$ cat config.mk
export PLATFORM = sky130hd
export DESIGN_NAME = text_cell_layout_wrap
export DESIGN_NICKNAME = d
export VERILOG_FILES = /design/src/sv/tclw_pkg.sv /design/src/sv/tclw_layout.sv /design/src/sv/tclw_out_buf.sv /design/src/sv/text_cell_layout_wrap.sv
export SDC_FILE = /design/constraint.sdc
export NUM_CORES = 1
export LEC_CHECK = 0
export BUFFER_PORTS_ARGS = -buffer_cell sky130_fd_sc_hd__buf_2
export CAP_MARGIN = 20
export CORE_ASPECT_RATIO = 0.7
export CORE_UTILIZATION = 60
export DETAILED_ROUTE_END_ITERATION = 12
export PLACE_DENSITY_LB_ADDON = 0.2
export SYNTH_ARGS = -nofsm -noshare
export SYNTH_HDL_FRONTEND = slang
export SYNTH_SLANG_ARGS = --single-unit
export TNS_END_PERCENT = 1
$ cat constraint.sdc
create_clock -name clk -period 9.1 [get_ports clk]
set_input_delay 0.91 -clock clk [delete_from_list [all_inputs] [get_ports clk]]
set_output_delay 0.91 -clock clk [all_outputs]
set_load 0.005 [all_outputs]
$ cat src/sv/tclw_pkg.sv
`timescale 1ns / 1ps
// ----------------------------------------------------------------------------
// tclw_pkg
// Shared types, codes and helpers for the text cell layout block.
// ----------------------------------------------------------------------------
package tclw_pkg;

  localparam int TAB_STOP    = 8;
  localparam int MAX_RESULTS = 3;
  localparam int CNT_W       = $clog2(MAX_RESULTS + 1);
  localparam int IDX_W       = $clog2(MAX_RESULTS);

  // input kinds
  localparam logic [2:0] KIND_FRAME  = 3'd0;
  localparam logic [2:0] KIND_PREFIX = 3'd1;
  localparam logic [2:0] KIND_BODY   = 3'd2;
  localparam logic [2:0] KIND_DOC    = 3'd3;
  localparam logic [2:0] KIND_END    = 3'd4;

  // result report codes
  localparam logic [1:0] REPORT_CELL   = 2'd0;
  localparam logic [1:0] REPORT_CURSOR = 2'd1;
  localparam logic [1:0] REPORT_STOP   = 2'd2;

  // cell attributes
  localparam logic [1:0] ATTR_PLAIN = 2'd0;
  localparam logic [1:0] ATTR_UNDER = 2'd1;
  localparam logic [1:0] ATTR_BOLD  = 2'd2;

  // configuration register indexes
  localparam logic REG_LINE_WIDTH    = 1'b0;
  localparam logic REG_SCREEN_HEIGHT = 1'b1;

  localparam logic [7:0] LINE_WIDTH_RESET    = 8'd80;
  localparam logic [7:0] SCREEN_HEIGHT_RESET = 8'd24;

  // characters
  localparam logic [20:0] CHAR_TAB    = 21'h09;
  localparam logic [20:0] CHAR_NL     = 21'h0A;
  localparam logic [20:0] CHAR_SPACE  = 21'h20;
  localparam logic [20:0] CHAR_LT     = 21'h3C;
  localparam logic [20:0] CHAR_AT     = 21'h40;
  localparam logic [20:0] CHAR_BSLASH = 21'h5C;
  localparam logic [20:0] CHAR_CARET  = 21'h5E;

  typedef struct packed {
    logic [2:0]  kind;
    logic [20:0] code_point;
    logic        mid_line;
    logic        at_point;
  } in_item_t;

  typedef struct packed {
    logic [1:0]  report;
    logic [20:0] glyph;
    logic [1:0]  attribute;
    logic [7:0]  column;
    logic [7:0]  row;
    logic        cursor_valid;
    logic        last;
  } out_item_t;

  // results of one accepted item, handed to the output buffer
  typedef struct packed {
    logic                          load;
    logic [CNT_W-1:0]              count;
    out_item_t [MAX_RESULTS-1:0]   items;
  } batch_t;

  function automatic out_item_t make_cell(logic [20:0] glyph, logic [1:0] attr,
                                          logic [7:0] col, logic [7:0] row);
    out_item_t c;
    c.report       = REPORT_CELL;
    c.glyph        = glyph;
    c.attribute    = attr;
    c.column       = col;
    c.row          = row;
    c.cursor_valid = 1'b0;
    c.last         = 1'b0;
    return c;
  endfunction

  // column advance, saturating at 255
  function automatic logic [7:0] sat_add(logic [7:0] col, logic [8:0] w);
    logic [8:0] s;
    s = {1'b0, col} + w;
    return s[8] ? 8'hFF : s[7:0];
  endfunction

endpackage

$ cat src/sv/tclw_layout.sv
`timescale 1ns / 1ps
// ----------------------------------------------------------------------------
// tclw_layout
// Position and cursor state, pane registers, and the per-item layout step
// that produces up to three result beats for the output buffer.
// ----------------------------------------------------------------------------
module tclw_layout (
  input  logic              clk,
  input  logic              rst,
  input  logic              cfg_wr_en,
  input  logic              cfg_index,
  input  logic [7:0]        cfg_data,
  input  tclw_pkg::in_item_t in_data,
  input  logic              accept,
  output tclw_pkg::batch_t  batch
);
  import tclw_pkg::*;

  logic [7:0] line_width;
  logic [7:0] screen_height;
  logic [7:0] cur_column;
  logic [7:0] cur_row;
  logic [7:0] cursor_column;
  logic [7:0] cursor_row;
  logic       cursor_seen;

  logic [7:0] cur_column_next;
  logic [7:0] cur_row_next;
  logic [7:0] cursor_column_next;
  logic [7:0] cursor_row_next;
  logic       cursor_seen_next;

  logic        row_vis;
  logic        is_nl;
  logic        is_tab;
  logic        is_ctrl;
  logic [8:0]  adv;
  logic [8:0]  reach;
  logic        wrap;
  logic [7:0]  wrap_col;
  logic [7:0]  row_after;
  logic [7:0]  col_after;
  logic        after_vis;
  logic [1:0]  glyph_cnt;
  out_item_t   wrap_cell;
  out_item_t   cell_a;
  out_item_t   cell_b;
  out_item_t   cursor_rep;
  out_item_t   stop_rep;
  logic [CNT_W-1:0] count;
  out_item_t [MAX_RESULTS-1:0] items;

  assign row_vis = cur_row < screen_height;
  assign is_nl   = in_data.code_point == CHAR_NL;
  assign is_tab  = in_data.code_point == CHAR_TAB;
  assign is_ctrl = in_data.code_point < CHAR_SPACE;

  // tab runs to the next stop, control codes take two cells
  assign adv = is_tab  ? 9'(TAB_STOP) - 9'(cur_column % TAB_STOP) :
               is_ctrl ? 9'd2 : 9'd1;
  assign reach     = {1'b0, cur_column} + adv;
  assign wrap      = reach >= {1'b0, line_width};
  assign wrap_col  = (line_width != 8'd0) ? line_width - 8'd1 : 8'd0;
  assign row_after = wrap ? cur_row + 8'd1 : cur_row;
  assign col_after = wrap ? 8'd0 : cur_column;
  assign after_vis = row_after < screen_height;

  always_comb begin
    wrap_cell = make_cell(CHAR_BSLASH, ATTR_UNDER, wrap_col, cur_row);
    if (is_ctrl && !is_tab) begin
      cell_a    = make_cell(CHAR_CARET, ATTR_UNDER, col_after, row_after);
      cell_b    = make_cell(in_data.code_point + CHAR_AT, ATTR_UNDER,
                            col_after + 8'd1, row_after);
      glyph_cnt = 2'd2;
    end else begin
      cell_a    = make_cell(in_data.code_point, ATTR_PLAIN, col_after, row_after);
      cell_b    = '0;
      glyph_cnt = is_tab ? 2'd0 : 2'd1;
    end
    if (!after_vis) begin
      glyph_cnt = 2'd0;
    end
  end

  always_comb begin
    cur_column_next    = cur_column;
    cur_row_next       = cur_row;
    cursor_column_next = cursor_column;
    cursor_row_next    = cursor_row;
    cursor_seen_next   = cursor_seen;
    count              = '0;
    items              = '0;
    stop_rep           = '0;
    stop_rep.report    = REPORT_STOP;
    cursor_rep         = '0;

    case (in_data.kind)
      KIND_FRAME: begin
        cur_column_next    = 8'd0;
        cur_row_next       = 8'd0;
        cursor_column_next = 8'd0;
        cursor_row_next    = 8'd0;
        cursor_seen_next   = 1'b0;
      end
      KIND_PREFIX: begin
        if (row_vis) begin
          items[0] = make_cell(in_data.code_point, ATTR_BOLD, cur_column, cur_row);
          count    = CNT_W'(1);
        end
        cur_column_next = sat_add(cur_column, 9'd1);
      end
      KIND_BODY: begin
        if (in_data.mid_line) begin
          if (row_vis) begin
            items[0] = make_cell(CHAR_LT, ATTR_UNDER, cur_column, cur_row);
            count    = CNT_W'(1);
          end
          cur_column_next = sat_add(cur_column, 9'd1);
        end
      end
      KIND_DOC: begin
        if (!row_vis) begin
          items[0] = stop_rep;
          count    = CNT_W'(1);
        end else begin
          if (in_data.at_point) begin
            cursor_column_next = cur_column;
            cursor_row_next    = cur_row;
            cursor_seen_next   = 1'b1;
          end
          if (is_nl) begin
            cur_column_next = 8'd0;
            cur_row_next    = cur_row + 8'd1;
          end else begin
            if (wrap) begin
              items[0] = wrap_cell;
              items[1] = cell_a;
              items[2] = cell_b;
              count    = CNT_W'(glyph_cnt) + CNT_W'(1);
            end else begin
              items[0] = cell_a;
              items[1] = cell_b;
              count    = CNT_W'(glyph_cnt);
            end
            cur_row_next    = row_after;
            cur_column_next = sat_add(col_after, adv);
          end
        end
      end
      KIND_END: begin
        if (in_data.at_point && row_vis) begin
          cursor_column_next = cur_column;
          cursor_row_next    = cur_row;
          cursor_seen_next   = 1'b1;
        end
        cursor_rep.report       = REPORT_CURSOR;
        cursor_rep.column       = cursor_column_next;
        cursor_rep.row          = cursor_row_next;
        cursor_rep.cursor_valid = cursor_seen_next;
        items[0] = cursor_rep;
        count    = CNT_W'(1);
      end
      default: begin
      end
    endcase

    if (count != '0) begin
      items[IDX_W'(count - CNT_W'(1))].last = 1'b1;
    end

    batch.load  = accept;
    batch.count = count;
    batch.items = items;
  end

  always_ff @(posedge clk) begin
    if (rst) begin
      line_width    <= LINE_WIDTH_RESET;
      screen_height <= SCREEN_HEIGHT_RESET;
      cur_column    <= 8'd0;
      cur_row       <= 8'd0;
      cursor_column <= 8'd0;
      cursor_row    <= 8'd0;
      cursor_seen   <= 1'b0;
    end else begin
      if (cfg_wr_en) begin
        case (cfg_index)
          REG_LINE_WIDTH:    line_width    <= cfg_data;
          REG_SCREEN_HEIGHT: screen_height <= cfg_data;
          default: begin
          end
        endcase
      end
      if (accept) begin
        cur_column    <= cur_column_next;
        cur_row       <= cur_row_next;
        cursor_column <= cursor_column_next;
        cursor_row    <= cursor_row_next;
        cursor_seen   <= cursor_seen_next;
      end
    end
  end

endmodule

$ cat src/sv/tclw_out_buf.sv
`timescale 1ns / 1ps
// ----------------------------------------------------------------------------
// tclw_out_buf
// Result register for one item's beats, handed out one beat per cycle while out_ready is high.
// ----------------------------------------------------------------------------
module tclw_out_buf (
  input  logic               clk,
  input  logic               rst,
  input  tclw_pkg::batch_t   batch,
  output logic               load_ready,
  output logic               out_valid,
  input  logic               out_ready,
  output tclw_pkg::out_item_t out_data
);
  import tclw_pkg::*;

  out_item_t        items [MAX_RESULTS];
  logic [CNT_W-1:0] cnt;
  logic [IDX_W-1:0] idx;
  logic             pop;
  logic             pop_last;

  assign out_valid  = cnt != '0;
  assign out_data   = items[idx];
  assign pop        = out_valid && out_ready;
  assign pop_last   = pop && (CNT_W'(idx) == cnt - CNT_W'(1));
  // next item may load as the final beat of the current one leaves
  assign load_ready = (cnt == '0) || pop_last;

  always_ff @(posedge clk) begin
    if (batch.load) begin
      for (int i = 0; i < MAX_RESULTS; i++) begin
        items[i] <= batch.items[i];
      end
    end
  end

  always_ff @(posedge clk) begin
    if (rst) begin
      cnt <= '0;
      idx <= '0;
    end else if (batch.load) begin
      cnt <= batch.count;
      idx <= '0;
    end else if (pop_last) begin
      cnt <= '0;
      idx <= '0;
    end else if (pop) begin
      idx <= idx + IDX_W'(1);
    end
  end

endmodule

$ cat src/sv/text_cell_layout_wrap.sv
`timescale 1ns / 1ps
// ----------------------------------------------------------------------------
// text_cell_layout_wrap
// Lays a character stream onto a text grid with line wrap and tab expansion.
// ----------------------------------------------------------------------------
// the first result beat of an item, if it has any, is valid in the cycle after accept
// each item yields zero to three result beats, handed out in turn by the
//   single output port; an item with no result beats yields no output
// the next item is accepted in the cycle the previous item's last beat leaves
// reset (synchronous, active high) clears position and cursor record, sets
//   line_width to 80 and screen_height to 24 and empties the output register
module text_cell_layout_wrap (
  input  logic                clk,
  input  logic                rst,
  input  logic                cfg_wr_en,
  input  logic                cfg_index,
  input  logic [7:0]          cfg_data,
  input  logic                in_valid,
  output logic                in_ready,
  input  tclw_pkg::in_item_t  in_data,
  output logic                out_valid,
  input  logic                out_ready,
  output tclw_pkg::out_item_t out_data
);
  import tclw_pkg::*;

  batch_t batch;
  logic   accept;

  assign accept = in_valid && in_ready;

  tclw_layout u_layout (
    .clk       (clk),
    .rst       (rst),
    .cfg_wr_en (cfg_wr_en),
    .cfg_index (cfg_index),
    .cfg_data  (cfg_data),
    .in_data   (in_data),
    .accept    (accept),
    .batch     (batch)
  );

  tclw_out_buf u_out_buf (
    .clk        (clk),
    .rst        (rst),
    .batch      (batch),
    .load_ready (in_ready),
    .out_valid  (out_valid),
    .out_ready  (out_ready),
    .out_data   (out_data)
  );

`ifndef SYNTHESIS
  a_ready_only_when_drained: assert property (@(posedge clk) disable iff (rst)
    in_ready |-> (!out_valid || (out_ready && out_data.last)))
    else $error("input taken while result beats still pending");

  a_load_shows_beat: assert property (@(posedge clk) disable iff (rst)
    (batch.load && batch.count != '0) |=> out_valid)
    else $error("loaded results not presented");

  a_reports_alone: assert property (@(posedge clk) disable iff (rst)
    (out_valid && (out_data.report == REPORT_STOP ||
                   out_data.report == REPORT_CURSOR)) |-> out_data.last)
    else $error("stop or cursor report not the final beat");
`endif

endmodule
==> results of run 1 <==
## power groups by stage
stage	logic, W	registers, W	clock network, W
2_1_floorplan	0.000101	0.000932	0
3_3_place_gp	0.000161	0.000932	0
3_5_place_dp	0.000164	0.000934	0
4_1_cts	0.000165	0.000917	0.000770
5_1_grt	0.000183	0.000921	0.000800
6_report	0.000167	0.000917	0.000765
## routing by layer
| metal | up-vias | part of all wire (%) | track usage [%] | routed length (µm) |
|---|---|---|---|---|
| met1 | 3721 | 46 | 42.9 | 11300 |
| met2 | 369 | 44 | 45.9 | 10800 |
| li1 | 3788 | - | - | - |
| met4 | 0 | 2.3 | 11.5 | 578 |
| met5 | - | 0 | 0 | 0 |
| met3 | 54 | 8.0 | 6.16 | 1990 |
## cells by family (layout without fill, tap and decap cells)
group	Yosys count	in the layout	share of synthesized area, %
flops	176	176	48.5
compound gates	245	245	15.9
fa+ha+maj	42	42	5.53
simple gates	369	369	18.0
mux	46	46	4.78
xor+xnor	28	28	2.51
buf+inv	110	181	4.75
other cells	1	18	0.0384
## per-stage QoR
step	instances	hold WS (ps)	power, W	setup WS (ps)	util (%)
after floorplan	1034	432	0.00103	1840	-
after CTS	1303	459	0.00185	1480	69.6
after global routing	1305	479	0.00190	675	69.7
after global placement	1271	443	0.00109	1240	65.7
final	1305	460	0.00185	1270	69.7
after detailed placement	1271	449	0.00110	1030	65.7
## state kept, by name (all words and copies together), names as in the netlist, named ones only
signal and cells:
u_layout.cur_column 8, u_layout.cur_row 8, u_layout.cursor_column 8, u_layout.cursor_row 8
u_layout.cursor_seen 1, u_layout.line_width 8, u_layout.screen_height 8, u_out_buf.cnt 2
u_out_buf.idx 2, u_out_buf.items 121
## final cells by class
| cell class | instances | area (µm²) | share of cell area, % |
|---|---|---|---|
| tap | 200 | 250 | 2.29 |
| clock inverter | 13 | 173 | 1.58 |
| timing repair buffer | 95 | 498 | 4.56 |
| multi-input combinational | 748 | 4640 | 42.4 |
| clock buffer | 19 | 433 | 3.96 |
| sequential | 176 | 4740 | 43.3 |
| inverter | 54 | 205 | 1.88 |
## cells in the mapped netlist (11+ instances only)
master,count
sky130_fd_sc_hd__and3_1,14
sky130_fd_sc_hd__mux2i_1,41
sky130_fd_sc_hd__inv_1,52
sky130_fd_sc_hd__a22o_1,17
sky130_fd_sc_hd__nand3_1,31
sky130_fd_sc_hd__edfxtp_1,121
sky130_fd_sc_hd__xnor2_1,22
sky130_fd_sc_hd__and2_1,35
sky130_fd_sc_hd__nand2b_1,11
sky130_fd_sc_hd__a21oi_1,44
sky130_fd_sc_hd__ha_1,40
sky130_fd_sc_hd__nor2_1,79
sky130_fd_sc_hd__o21ai_0,98
sky130_fd_sc_hd__nor3_1,19
sky130_fd_sc_hd__clkbuf_1,41
sky130_fd_sc_hd__nand2_1,137
sky130_fd_sc_hd__dfxtp_1,55
## worst min-delay path, stage by stage (launching register included)
cell	delay (ps)
sky130_fd_sc_hd__dfxtp_1	310
sky130_fd_sc_hd__nand2_1	50
sky130_fd_sc_hd__a21oi_1	50
## worst min path at each step
stage / slack, ps / startpoint / depth (start not counted) / endpoint
6_report: 460 / u_layout.screen_height[7] / 2 / u_layout.screen_height[7]
5_1_grt: 480 / u_layout.screen_height[6] / 2 / u_layout.screen_height[6]
4_1_cts: 460 / u_layout.screen_height[5] / 2 / u_layout.screen_height[5]
3_5_place_dp: 450 / u_layout.screen_height[5] / 2 / u_layout.screen_height[5]
3_3_place_gp: 440 / u_layout.line_width[5] / 2 / u_layout.line_width[5]
2_1_floorplan: 430 / u_out_buf.cnt[1] / 2 / u_out_buf.cnt[1]
==> reports/metrics.yaml, run 1 <==
status: "completed"
rrSetupSlack_ps: 2290
final-setup-viol-count: 0
total_clock_buffers_created_by_cts: 17
finalNetCount: 1174
timing_worst_setup_path_type: "in2reg"
power_density_mw_per_mm2: 169
layout.cells.most_common: "sky130_fd_sc_hd__nand2_1"
clkPwrFrac_pct: 41.4
fp.dieArea_mm2: 0.0168
final-max-slew-violation-count: 0
numClockSinks: 176
critical_path.slowest_cell: "sky130_fd_sc_hd__a2111oi_0"
syn_inst: 1017
hold_crit_class: "reg2reg"
cts_root_buf: "sky130_fd_sc_hd__clkbuf_16"
via_count_of_the_first_global_routing_pass: 7210
gpl.final_weighted_congestion: 0.931
gr-usage-all-layers_pct: 30.2
swShare_pct: 24.4
via_to_cell_ratio: 6.08
leakage_nw: 4.22
crit_top_cell: "sky130_fd_sc_hd__nand2_1"
synth.top_cell.area_share_pct: 37.2
timing.setup.tns_ps: 0
overall_routed_net_length_mm: 24.7
cts-htree-levels: 4
synth-seq-area-share_pct: 48.5
share_comb_of_total_power_pct: 9.0
synth_top_area_cell: "sky130_fd_sc_hd__edfxtp_1"
placementRows: 38
maxCapViolCount: 0
grt_pass1_wl_mm: 38.5
post_cts_hold_buffer_count: 0
synth_warnings: 0
critPathLaunchType: "input pin"
cell_count_of_the_worst_reg_to_reg_path: 28
worst_r2r_endpoint: "u_out_buf.cnt[1]"
worst_ep_required_time_ps: 9470
report.final.hold_viol_count: 0
postRouteAntennaNets: 0
clk_pin_slew_ps: 70
timing.clock.skew_ps: 8.91
antenna_cells_inserted: 0
grt_setup_unrepaired: "false"
die_extent_in_y_um: 109
reg2reg_from: "u_layout.cur_column[1]"
cp.depth: 30
synth-edff-count: 121
worst_setup_path_end_kind: "flop"
synthArstFlopShare_pct: 0
wp_buf_inv: 4
grt_start_max_net_pins: 87
insertion_delay_ps: 440
tritoncts_clock_tree: "built"
synthesis.area_mm2: 0.00977
grt_antenna_before_repair: 0
layout.filler_cells: 1200
place.port_buffers: 84
effective_utilization_at_floorplan_pct: 62.2
fin_area_mm2: 0.0109
worst_setup_path_endpoint: "u_out_buf.cnt[1]"
grt-ovfl-total: 0
ys.flop_type: "sky130_fd_sc_hd__edfxtp_1"
post_cts.resized_instances: 0
post-cts-setup-buffer-count: 0
drt_first_iter_violations: 924
die_w_um: 154
crit_path_max_fanout: 27
maxSlewHeadroom_pct: 28.6
worst_ir_drop_vdd_mv: 0.108
cts_max_path_buffers: 2
layout_common_cells: "sky130_fd_sc_hd__nand2_1 (137), sky130_fd_sc_hd__edfxtp_1 (121), sky130_fd_sc_hd__o21ai_0 (98)"
synth.ff_latch_count: 176
cp_slowest_stage_delay_ps: 590
power_report.internal_total_w: 0.00140
post_synth_main_area_contributors: "sky130_fd_sc_hd__edfxtp_1 (37%), sky130_fd_sc_hd__dfxtp_1 (11%), sky130_fd_sc_hd__nand2_1 (5.3%)"
drive_gt1_share_pct: 14.2
vias: 7932
drcViolationCount: 0
post_synth_num_cell_types: 72
tightest_slew_ps: 1070
i_o_pin_count: 85
clock.fmax_mhz: 128
drt_pass_1_iters: 5
core_area_mm2: 0.0157
netSwitchingPower_w: 0.000452
area_growth_pct: 11.9
timing.critical_path.max_delay_family: "simple AND/OR/NAND/NOR gates"
final.period_utilization_pct: 86.0
cp-startpoint: "in_data[7]"
final.min_clock_period_ps: 7830
drt-wirelength-per-cell_um: 18.9
share_seq_of_total_power_pct: 49.6
postSynthAreaPerCell_um2: 9.60
placed_cell_area_mm2: 0.0103
worstPathArrival_ps: 8200
dp_hpwl_mm: 17.5
Power figures use the tool's default switching activity.
==> run 2: changes to the inputs <==
CAP_MARGIN = 10   (was 20)
CORE_UTILIZATION = 30   (was 60)
MAX_ROUTING_LAYER = met4   (was default)
==> run 2 against run 1 <==
  * Non-clock buffer count unchanged
  * Register-to-register slack gained 200 ps
  * Setup slack improved by 170 ps
  * Sequential cell count is the same
  * Sequential share of layout area decreased by 0.94 points
  * Combinational power up 2%
  * Critical path depth is the same
  * Clock power shrank 6.9%
  * Count of clock-buffer cells in the layout grew 4
  * Global-route usage shrank 12 points
  * Wire length increased by 17%
  * First-iteration DRC count down 27%
  * Critical endpoint unchanged
==> reports/metrics.yaml, run 2 (synthesis gave the netlist of run 1 again) <==
status: "completed"  # unchanged
effective_utilization_at_floorplan_pct: 30.9  # was 62.2%
reg2reg_from: "u_layout.cur_column[1]"  # unchanged
multi_input_combinational_cell_area_mm2: 0.00464  # unchanged
postRouteAntennaNets: 0  # unchanged
power_density_mw_per_mm2: 161  # was 169 mW/mm²
area_growth_pct: 14.4  # was 11.9%
number_of_placed_instances_taps_included: 1493  # was 1271
clk_pin_slew_ps: 70  # about the same
overall_routed_net_length_mm: 28.8  # was 24.7 mm
die_extent_in_y_um: 153  # was 109 µm
grt_start_max_net_pins: 80  # was 87
top_register: "u_out_buf.items"  # unchanged
placementRows: 54  # was 38
maxCapViolCount: 0  # unchanged
die_w_um: 218  # was 154 µm
drt_first_iter_violations: 675  # was 924
critPathLaunchType: "input pin"  # unchanged
drcViolationCount: 0  # unchanged
drive_gt1_share_pct: 14.0  # was 14.2%
timing_worst_setup_path_type: "in2reg"  # unchanged
tightest_slew_ps: 1140  # was 1070 ps
leakage_nw: 4.21  # was 4.22 nW
crit_path_max_fanout: 30  # was 27
maxSlewHeadroom_pct: 23.4  # was 28.6%
tritoncts_clock_tree: "built"  # unchanged
final.min_clock_period_ps: 7660  # was 7830 ps
gpl.final_weighted_congestion: 0.907  # was 0.931
report.final.hold_viol_count: 0  # unchanged
critical_path.slowest_cell: "sky130_fd_sc_hd__nor4_2"  # was sky130_fd_sc_hd__a2111oi_0
clock.fmax_mhz: 131  # was 128 MHz
final.period_utilization_pct: 84.1  # was 86.0%
fp.dieArea_mm2: 0.0333  # was 0.0168 mm²
timing.setup.tns_ps: 0  # unchanged
drt_pass_1_iters: 7  # was 5
drt-wirelength-per-cell_um: 18.9  # about the same
wp_buf_inv: 4  # unchanged
insertion_delay_ps: 450  # was 440 ps
grt-ovfl-total: 0  # unchanged
layout.cells.most_common: "sky130_fd_sc_hd__nand2_1"  # unchanged
grt_setup_unrepaired: "false"  # unchanged
timing.critical_path.max_delay_family: "simple AND/OR/NAND/NOR gates"  # unchanged
layout.filler_cells: 3224  # was 1200
cts-htree-levels: 4  # unchanged
i_o_pin_count: 85  # unchanged
finalNetCount: 1174  # unchanged
largest_register_ff_count: 121  # unchanged
cts_root_buf: "sky130_fd_sc_hd__clkbuf_16"  # unchanged
post_cts_hold_buffer_count: 0  # unchanged
final_util_pct: 35.3  # was 69.7%
dp_hpwl_mm: 21.3  # was 17.5 mm
place.port_buffers: 84  # unchanged
core_area_mm2: 0.0316  # was 0.0157 mm²
numClockSinks: 176  # unchanged
fin_hold_ws_ps: 456  # was 460 ps
worst_ir_drop_vdd_mv: 0.124  # was 0.108 mV
vias: 7648  # was 7932
post_cts.resized_instances: 0  # unchanged
worst_hold_startpoint: "u_layout.screen_height[6]"  # was u_layout.screen_height[7]
worst_ep_required_time_ps: 9470  # about the same
worstPathArrival_ps: 8030  # was 8200 ps
grt_pass1_wl_mm: 44.5  # was 38.5 mm
total_clock_buffers_created_by_cts: 17  # unchanged
grt_antenna_before_repair: 2  # was 0
cts_max_path_buffers: 2  # unchanged
final-max-slew-violation-count: 0  # unchanged
area_taken_by_flip_flops_and_latches_mm2: 0.00474  # unchanged
via_to_cell_ratio: 5.01  # was 6.08
hold_crit_class: "reg2reg"  # unchanged
layout_common_cells: "sky130_fd_sc_hd__nand2_1 (137), sky130_fd_sc_hd__edfxtp_1 (121), sky130_fd_sc_hd__o21ai_0 (98)"  # unchanged
worst_setup_path_end_kind: "flop"  # unchanged
final-setup-viol-count: 0  # unchanged
cp_slowest_stage_delay_ps: 570  # was 590 ps
crit_top_cell: "sky130_fd_sc_hd__nand2_1"  # unchanged
cp-startpoint: "in_data[22]"  # was in_data[7]
post-cts-setup-buffer-count: 0  # unchanged
timing.clock.skew_ps: 15.6  # was 8.91 ps
via_count_of_the_first_global_routing_pass: 7210  # unchanged
gr-usage-all-layers_pct: 18.4  # was 30.2%
layoutNonFillerInstCount: 1526  # was 1305
==> run 2: cell types whose count changed in the layout (fill, tap and decap cells not counted), sizes merged <==
cell      previous run  this run
clkinvlp             3         1
bufinv               3         1
buf                 94        95
diode                0         1
clkbuf              20        23
inv                 59        54
clkinv               2         7
==> run 2: layout make-up <==
class | count | area share, %
inverter | 54 | 1.84
clock buffer | 23 | 4.28
tap | 420 | 4.70
timing repair buffer | 95 | 4.50
multi-input combinational | 748 | 41.5
sequential | 176 | 42.4
clock inverter | 9 | 0.773
antenna | 1 | 0.0224
==> run 2: power breakdown <==
| group | switching [W] | internal, W | total [W] |
|---|---|---|---|
| logic | 0.000113 | 0.0000580 | 0.000171 |
| clock network | 0.000313 | 0.000399 | 0.000712 |
| registers | 0.0000150 | 0.000902 | 0.000917 |
| total | 0.000441 | 0.00136 | 0.00180 |
==> run 2: stage by stage <==
stage                     total power, W  cell area [µm²]  setup WS (ps)
after floorplan                  0.00103             9830           1840
after global placement           0.00111            10600           1350
after detailed placement         0.00111            10600           1000
after CTS                        0.00182            11200           1460
after global routing             0.00188            11200            676
final                            0.00180            11200           1440
==> run 2: tightest hold or removal path, delay by kind of cell, from the launching register on <==
kind               cells  cell delay (ps)
AOI/OAI and AO/OA      1               50
DFF                    1              310
and+or+nand+nor        1               50
==> run 2: metal layers <==
metal | share of wire (%) | up-vias | track usage [%]
li1 | - | 3794 | -
met1 | 53 | 3628 | 27.5
met2 | 41 | 206 | 24.9
met3 | 4.9 | 20 | 3.48
met4 | 1.3 | 0 | 4.69
met5 | 0 | - | -
==> run 2: final timing paths <==
path | cells after the start | to | slack, ps
min | 2 | u_layout.screen_height[6] | 460
min reg2reg | 2 | u_layout.screen_height[6] | 460
max | 30 | u_out_buf.cnt[1] | 1440
max reg2reg | 28 | u_out_buf.cnt[1] | 2490
